File: config.mk
export PLATFORM = sky130hd
export DESIGN_NAME = cube_map_face_select_uv
export DESIGN_NICKNAME = d
export VERILOG_FILES = /design/src/rtl/core/cmfs_pkg.sv /design/src/rtl/core/cmfs_div.sv /design/src/rtl/core/cube_map_face_select_uv.sv
export VERILOG_INCLUDE_DIRS = /design/src /design/src/rtl/core
export SDC_FILE = /design/constraint.sdc
export NUM_CORES = 2
export LEC_CHECK = 0
export BUFFER_PORTS_ARGS = -buffer_cell sky130_fd_sc_hd__clkbuf_2
export CAP_MARGIN = 20
export CORE_MARGIN = 3
export CORE_UTILIZATION = 40
export DETAILED_ROUTE_END_ITERATION = 12
export PLACE_DENSITY_LB_ADDON = 0.05
export SETUP_SLACK_MARGIN = 0.15
export SYNTH_ARGS = -nofsm -noshare
export SYNTH_HDL_FRONTEND = slang
export SYNTH_SLANG_ARGS = --single-unit
File: constraint.sdc
create_clock -name clk -period 89.3 [get_ports clk]
set_input_delay 26.79 -clock clk [delete_from_list [all_inputs] [get_ports clk]]
set_output_delay 26.79 -clock clk [all_outputs]
set_load 0.03 [all_outputs]
File: src/rtl/core/cube_map_face_select_uv_macros.svh
// Assertion macros for the cube map face select block.
// Included by RTL files that carry concurrent checks; no other dependencies.
`ifndef CUBE_MAP_FACE_SELECT_UV_MACROS_SVH
`define CUBE_MAP_FACE_SELECT_UV_MACROS_SVH

// Check a condition at every clock edge outside reset.
`define CMFS_ASSERT_ALWAYS(lbl, clk, rst, expr, msg) \
  lbl: assert property (@(posedge clk) disable iff (rst) (expr)) else $error(msg);

// Check that a condition implies another in the same cycle.
`define CMFS_ASSERT_SAME(lbl, clk, rst, ante, cons, msg) \
  lbl: assert property (@(posedge clk) disable iff (rst) (ante) |-> (cons)) else $error(msg);

// Check that a condition implies another in the next cycle.
`define CMFS_ASSERT_NEXT(lbl, clk, rst, ante, cons, msg) \
  lbl: assert property (@(posedge clk) disable iff (rst) (ante) |=> (cons)) else $error(msg);

`endif

File: src/rtl/core/cmfs_pkg.sv
// Shared types and constants for the cube map face select block.
// No dependencies; imported by the top level and the divider pipeline.
package cmfs_pkg;

  localparam int IN_BITS_DEF   = 16;
  localparam int FRAC_BITS_DEF = 16;

  typedef enum logic [2:0] {
    FACE_POS_X = 3'd0,
    FACE_NEG_X = 3'd1,
    FACE_POS_Y = 3'd2,
    FACE_NEG_Y = 3'd3,
    FACE_POS_Z = 3'd4,
    FACE_NEG_Z = 3'd5
  } face_t;

  typedef enum logic [1:0] {
    AXIS_X = 2'd0,
    AXIS_Y = 2'd1,
    AXIS_Z = 2'd2
  } axis_t;

  typedef struct packed {
    face_t face;
    logic  deg;
    logic  neg_u;
    logic  neg_v;
  } side_t;

endpackage

File: src/rtl/core/cmfs_div.sv
// Pipelined restoring divider, one quotient bit per stage.
// Computes floor(dividend * 2^(FRAC_BITS-1) / divisor) for dividend <= divisor.
// Uses cmfs_pkg for parameter defaults.
module cmfs_div #(
  parameter int IN_BITS   = cmfs_pkg::IN_BITS_DEF,
  parameter int FRAC_BITS = cmfs_pkg::FRAC_BITS_DEF
) (
  input  logic                 clk,
  input  logic                 en,
  input  logic [IN_BITS-1:0]   dividend,
  input  logic [IN_BITS-1:0]   divisor,
  output logic [FRAC_BITS-1:0] quot
);
  import cmfs_pkg::*;

  logic [IN_BITS-1:0]   rem [FRAC_BITS];
  logic [IN_BITS-1:0]   dvs [FRAC_BITS];
  logic [FRAC_BITS-1:0] qt  [FRAC_BITS];

  for (genvar k = 0; k < FRAC_BITS; k++) begin : g_stage
    logic [IN_BITS:0]     trial;
    logic [IN_BITS:0]     diff;
    logic [IN_BITS-1:0]   dv_in;
    logic [FRAC_BITS-1:0] q_in;
    logic                 ge;

    if (k == 0) begin : g_first
      assign trial = {1'b0, dividend};
      assign dv_in = divisor;
      assign q_in  = '0;
    end else begin : g_rest
      assign trial = {rem[k-1], 1'b0};
      assign dv_in = dvs[k-1];
      assign q_in  = qt[k-1];
    end

    assign ge   = trial >= {1'b0, dv_in};
    assign diff = trial - {1'b0, dv_in};

    always_ff @(posedge clk) begin
      if (en) begin
        rem[k] <= ge ? diff[IN_BITS-1:0] : trial[IN_BITS-1:0];
        dvs[k] <= dv_in;
        qt[k]  <= q_in | (ge ? (FRAC_BITS'(1) << (FRAC_BITS - 1 - k)) : '0);
      end
    end
  end

  assign quot = qt[FRAC_BITS-1];

endmodule

File: src/rtl/core/cube_map_face_select_uv.sv
// Cube map face select and face coordinate projection, top level.
// Pipeline stages: magnitude stage, axis select stage, one divider stage per quotient bit,
// output stage. Throughput one beat per cycle while the result is not stalled.
// A result stall while res_valid is high freezes the whole pipeline; no beat is lost or repeated.
// Synchronous active-high reset clears valid bits only; payload registers are not reset.
// Depends on cmfs_pkg, cmfs_div and cube_map_face_select_uv_macros.svh.
`include "cube_map_face_select_uv_macros.svh"

module cube_map_face_select_uv #(
  parameter int IN_BITS   = cmfs_pkg::IN_BITS_DEF,
  parameter int FRAC_BITS = cmfs_pkg::FRAC_BITS_DEF
) (
  input  logic                        clk,
  input  logic                        rst,
  input  logic                        dir_valid,
  output logic                        dir_stall,
  input  logic signed [IN_BITS-1:0]   dir_x,
  input  logic signed [IN_BITS-1:0]   dir_y,
  input  logic signed [IN_BITS-1:0]   dir_z,
  output logic                        res_valid,
  input  logic                        res_stall,
  output logic [2:0]                  face,
  output logic [FRAC_BITS:0]          coord_u,
  output logic [FRAC_BITS:0]          coord_v,
  output logic                        degenerate
);
  import cmfs_pkg::*;

  localparam logic [FRAC_BITS:0] HALF = (FRAC_BITS+1)'(1) << (FRAC_BITS - 1);
  localparam logic [FRAC_BITS:0] ONE  = (FRAC_BITS+1)'(1) << FRAC_BITS;

  logic en;

  // magnitude stage
  logic               s1_vld;
  logic [IN_BITS-1:0] s1_mx, s1_my, s1_mz;
  logic               s1_nx, s1_ny, s1_nz;

  // axis select stage
  logic               s2_vld;
  logic [IN_BITS-1:0] s2_major, s2_umag, s2_vmag;
  side_t              s2_side;

  axis_t              axis;
  logic [IN_BITS-1:0] major_next, umag_next, vmag_next;
  side_t              side_next;

  // divider stages
  logic               dv_vld  [FRAC_BITS];
  side_t              dv_side [FRAC_BITS];
  logic [FRAC_BITS-1:0] q_u, q_v;

  // output stage
  logic [FRAC_BITS:0] u_next, v_next;

  assign dir_stall = res_valid && res_stall;
  assign en        = !dir_stall;

  always_ff @(posedge clk) begin
    if (rst) begin
      s1_vld <= 1'b0;
    end else if (en) begin
      s1_vld <= dir_valid;
    end
  end

  always_ff @(posedge clk) begin
    if (en) begin
      s1_nx <= dir_x[IN_BITS-1];
      s1_ny <= dir_y[IN_BITS-1];
      s1_nz <= dir_z[IN_BITS-1];
      s1_mx <= dir_x[IN_BITS-1] ? IN_BITS'(-dir_x) : IN_BITS'(dir_x);
      s1_my <= dir_y[IN_BITS-1] ? IN_BITS'(-dir_y) : IN_BITS'(dir_y);
      s1_mz <= dir_z[IN_BITS-1] ? IN_BITS'(-dir_z) : IN_BITS'(dir_z);
    end
  end

  always_comb begin
    axis       = AXIS_X;
    major_next = s1_mx;
    if (s1_my > major_next) begin
      axis       = AXIS_Y;
      major_next = s1_my;
    end
    if (s1_mz > major_next) begin
      axis       = AXIS_Z;
      major_next = s1_mz;
    end
  end

  always_comb begin
    side_next.deg = (major_next == '0);
    case (axis)
      AXIS_X: begin
        side_next.face  = s1_nx ? FACE_NEG_X : FACE_POS_X;
        umag_next       = s1_mz;
        vmag_next       = s1_my;
        side_next.neg_u = s1_nz ^ s1_nx;
        side_next.neg_v = s1_ny;
      end
      AXIS_Y: begin
        side_next.face  = s1_ny ? FACE_NEG_Y : FACE_POS_Y;
        umag_next       = s1_mx;
        vmag_next       = s1_mz;
        side_next.neg_u = s1_nx;
        side_next.neg_v = s1_nz ^ s1_ny;
      end
      AXIS_Z: begin
        side_next.face  = s1_nz ? FACE_NEG_Z : FACE_POS_Z;
        umag_next       = s1_mx;
        vmag_next       = s1_my;
        side_next.neg_u = s1_nx ^ ~s1_nz;
        side_next.neg_v = s1_ny;
      end
      default: begin
        side_next.face  = FACE_POS_X;
        umag_next       = s1_mz;
        vmag_next       = s1_my;
        side_next.neg_u = s1_nz;
        side_next.neg_v = s1_ny;
      end
    endcase
  end

  always_ff @(posedge clk) begin
    if (rst) begin
      s2_vld <= 1'b0;
    end else if (en) begin
      s2_vld <= s1_vld;
    end
  end

  always_ff @(posedge clk) begin
    if (en) begin
      s2_major <= major_next;
      s2_umag  <= umag_next;
      s2_vmag  <= vmag_next;
      s2_side  <= side_next;
    end
  end

  cmfs_div #(
    .IN_BITS   (IN_BITS),
    .FRAC_BITS (FRAC_BITS)
  ) u_div_u (
    .clk      (clk),
    .en       (en),
    .dividend (s2_umag),
    .divisor  (s2_major),
    .quot     (q_u)
  );

  cmfs_div #(
    .IN_BITS   (IN_BITS),
    .FRAC_BITS (FRAC_BITS)
  ) u_div_v (
    .clk      (clk),
    .en       (en),
    .dividend (s2_vmag),
    .divisor  (s2_major),
    .quot     (q_v)
  );

  always_ff @(posedge clk) begin
    if (rst) begin
      for (int k = 0; k < FRAC_BITS; k++) begin
        dv_vld[k] <= 1'b0;
      end
    end else if (en) begin
      dv_vld[0] <= s2_vld;
      for (int k = 1; k < FRAC_BITS; k++) begin
        dv_vld[k] <= dv_vld[k-1];
      end
    end
  end

  always_ff @(posedge clk) begin
    if (en) begin
      dv_side[0] <= s2_side;
      for (int k = 1; k < FRAC_BITS; k++) begin
        dv_side[k] <= dv_side[k-1];
      end
    end
  end

  always_comb begin
    if (dv_side[FRAC_BITS-1].deg) begin
      u_next = HALF;
      v_next = HALF;
    end else begin
      u_next = dv_side[FRAC_BITS-1].neg_u ? HALF - {1'b0, q_u} : HALF + {1'b0, q_u};
      v_next = dv_side[FRAC_BITS-1].neg_v ? HALF - {1'b0, q_v} : HALF + {1'b0, q_v};
    end
  end

  always_ff @(posedge clk) begin
    if (rst) begin
      res_valid <= 1'b0;
    end else if (en) begin
      res_valid <= dv_vld[FRAC_BITS-1];
    end
  end

  always_ff @(posedge clk) begin
    if (en) begin
      face       <= dv_side[FRAC_BITS-1].face;
      degenerate <= dv_side[FRAC_BITS-1].deg;
      coord_u    <= u_next;
      coord_v    <= v_next;
    end
  end

  `CMFS_ASSERT_SAME(a_deg_center, clk, rst, res_valid && degenerate, face == FACE_POS_X && coord_u == HALF && coord_v == HALF, "degenerate beat not centered on face 0")
  `CMFS_ASSERT_SAME(a_face_range, clk, rst, res_valid, face == FACE_POS_X || face == FACE_NEG_X || face == FACE_POS_Y || face == FACE_NEG_Y || face == FACE_POS_Z || face == FACE_NEG_Z, "face code out of range")
  `CMFS_ASSERT_SAME(a_coord_range, clk, rst, res_valid, coord_u <= ONE && coord_v <= ONE, "face coordinate above 1.0")
  `CMFS_ASSERT_NEXT(a_accept_enters, clk, rst, dir_valid && !dir_stall, s1_vld, "accepted beat did not enter the pipeline")

endmodule

==> results.txt <==
Die Wd: 422 um
Gate Count Post-Synth: 5638
CTS tree: done
R2R depth: 14
CTS clk-pin slew, worst paths: 0.06 ns
WHS Endpoint: u_div_v.qt[13][14]
R2R Path Start: s1_my[1]
vias in the first global route: 42317
ys async rst share: 0
Avg Vias per Cell: 5.20
Setup-failing EPs final: 0
HPWL Detailed: 127000 um
DR DRC count: 0
Final Hold Viols: 0
Post-synth EDFFs: 1247
largest net degree at the start of global routing: 169
post-synthesis cell area: 69200 um^2
fmax: 18.3 MHz
commonest non-fill, non-tap cell in the layout: edfxtp_1
hold_buf cts: 0
Total Nets Final: 6464
total grt overflow: 0
First DRT Iteration DRCs: 2992
HP Start: u_div_v.qt[12][14]
Buf/Inv on CP: 3
clock root buffer: clkbuf_16
commonest non-fill, non-tap cells in the layout: 1247 x edfxtp_1, 548 x ha_1, 475 x inv_1
flop2flop setup slack: 83.63 ns
Avg Cell Area, Syn: 12.3 um^2
crit path kind: input port to output port
Post-DRT Antenna Nets: 0
Hold Crit Depth: 0
row count: 151
CP dominant cell by count: clkbuf_2
boundary pin count: 92
CTS Buf Count: 144
slew at the pin closest to its max-slew limit: 1.05 ns
gr usage total: 0.185
core area: 171000 um^2
FF-to-FF End: s2_vmag[15]
Ys Warns: 0
Vias: 42830
gpl congestion: 0.846
type of origin of the critical path: input port
Slew Viols, Final: 0
top cells by area, synth: edfxtp_1 54%, ha_1 9.9%, xnor2_1 3.5%
Max Cap Viol: 0
worst skew pair latency: 0.79 ns
Resized Gates After CTS: 0
Synth Register Bits: 1250
Clock Skew: 0.0281 ns
Synth area leader: edfxtp_1
Avg WL per Cell: 20.2 um
PortBufs: 91
status: completed
Setup crit end kind: output port
CTS Buffer Depth: 3
area added between synthesis and finish: 11.4%
Max H-tree Level: 4
chip height: 422 um
first-pass GRT wire length: 254000 um
final period utilization: 0.613
worst hold path type: flip-flop to flip-flop
Detailed Routing Iterations Pass 1: 5
DIE AREA: 178000 um^2
setup_tns: 0 ns
count of different cell masters after synthesis: 85
routed wire length: 166000 um
Starting Density: 0.405
CP arrival: 27.92 ns
top_reg_cell synth: edfxtp_1
clock sink count: 1250
worst relative slew slack: 0.302
worst endpoint required time: 62.51 ns
Mapped Nets: 6268
Post-CTS Repair Setup Buffers: 0
delay-heaviest family, CP: buffers and inverters
CP Max Fanout: 59
sequential area share after synthesis: 0.542
top cell type's share of synthesized area: 0.541
Min Clock Period, post-route: 54.71 ns
initial antenna violation count: 5
CP max stage delay: 0.54 ns
Critical Path Slowest Stage Cell: nand2_4
share of layout cells above drive strength 1: 0.108
RSZ-0062 raised after global routing: no
worst-path cell chain: clkbuf_2 -> nand2_4 -> inv_1 -> clkbuf_2
cell families (layout without fill, tap and decap cells):
family,Yosys count,count (layout),share of synthesized area
AND/OR/NAND/NOR,1425,1425,0.101
flip-flops,1250,1250,0.542
AO/OA/AOI/OAI,1144,1144,0.116
adder cells (fa/ha/maj),578,578,0.108
buffers and inverters,555,862,0.0352
XOR/XNOR,438,438,0.0555
multiplexers,248,248,0.0416
other,0,2,0
flip-flops by register name (all words and copies together), names as in the netlist, 68 cells and up:
name	flops
u_div_u.qt	136
u_div_u.dvs	68
u_div_v.dvs	172
u_div_v.qt	136
u_div_u.rem	240
dv_side	96
u_div_v.rem	240
worst register-to-register path, stage by stage, from the launching register on:
cell      delay, ns
edfxtp_1       0.44
ha_1           0.33
nor2b_1        0.14
o211ai_1       0.12
a2111o_1       0.40
a31oi_2        0.68
buf_4          0.36
mux2_2         0.38
ha_1           0.27
nand4_1        0.18
or4_1          0.50
o31ai_4        0.08
buf_4          0.32
nand2_1        0.60
o21ai_0        0.65
worst max path at each step:
| stage | startpoint | to | slack (ns) | depth (start not counted) |
|---|---|---|---|---|
| after floorplan | res_stall | dir_stall | 2.95 | 2 |
| after global placement | res_stall | dir_stall | 34.56 | 4 |
| after detailed placement | res_stall | dir_stall | 34.54 | 4 |
| after CTS | res_stall | dir_stall | 34.54 | 4 |
| after global routing | res_stall | dir_stall | 34.45 | 4 |
| final | res_stall | dir_stall | 34.59 | 4 |
cell type report:
class	instances	area [um^2]
tap	2295	2870
inverter	477	1790
clock buffer	166	3690
fill	15644	93600
antenna	2	5.00
sequential	1250	37500
multi-input combinational	3833	29300
timing repair buffer	128	778
clock inverter	91	1120
routing by layer:
| metal | up-vias | part of all wire | global-route usage | routed length, um |
|---|---|---|---|---|
| li1 | 21378 | - | - | - |
| met1 | 20592 | 0.47 | 0.258 | 78700 |
| met2 | 657 | 0.47 | 0.301 | 78000 |
| met3 | 203 | 0.037 | 0.0288 | 6110 |
| met4 | 0 | 0.021 | 0.0451 | 3530 |
| met5 | - | 0 | 0 | 0 |
synth_stat cells, drive strengths merged, types with 33 or more instances:
master,number
xor2,163
mux2,194
nand3,92
nor4,46
ha,548
o21ai,250
or3,50
nor3,135
o21a,65
nor2b,87
a211oi,33
a21oi,308
xnor2,275
inv,477
a21o,172
nand4,114
a31oi,87
buf,66
nand2b,54
mux2i,54
nand2,299
nor2,414
and2,37
o31ai,61
edfxtp,1247
through the flow:
stage	cell area, um^2	utilization	hold slack [ns]	std cells	worst slack [ns]
after floorplan	69200	-	0.400	5638	2.95
after global placement	72200	0.423	0.401	7981	34.56
after detailed placement	72200	0.423	0.405	7981	34.54
after CTS	77000	0.451	0.401	8238	34.54
after global routing	77000	0.451	0.416	8240	34.45
final	77000	0.452	0.404	8242	34.59
Power is left out: the tool's default activity adds up to more than one toggle a clock period on the data nets, which glitch-free logic cannot reach.
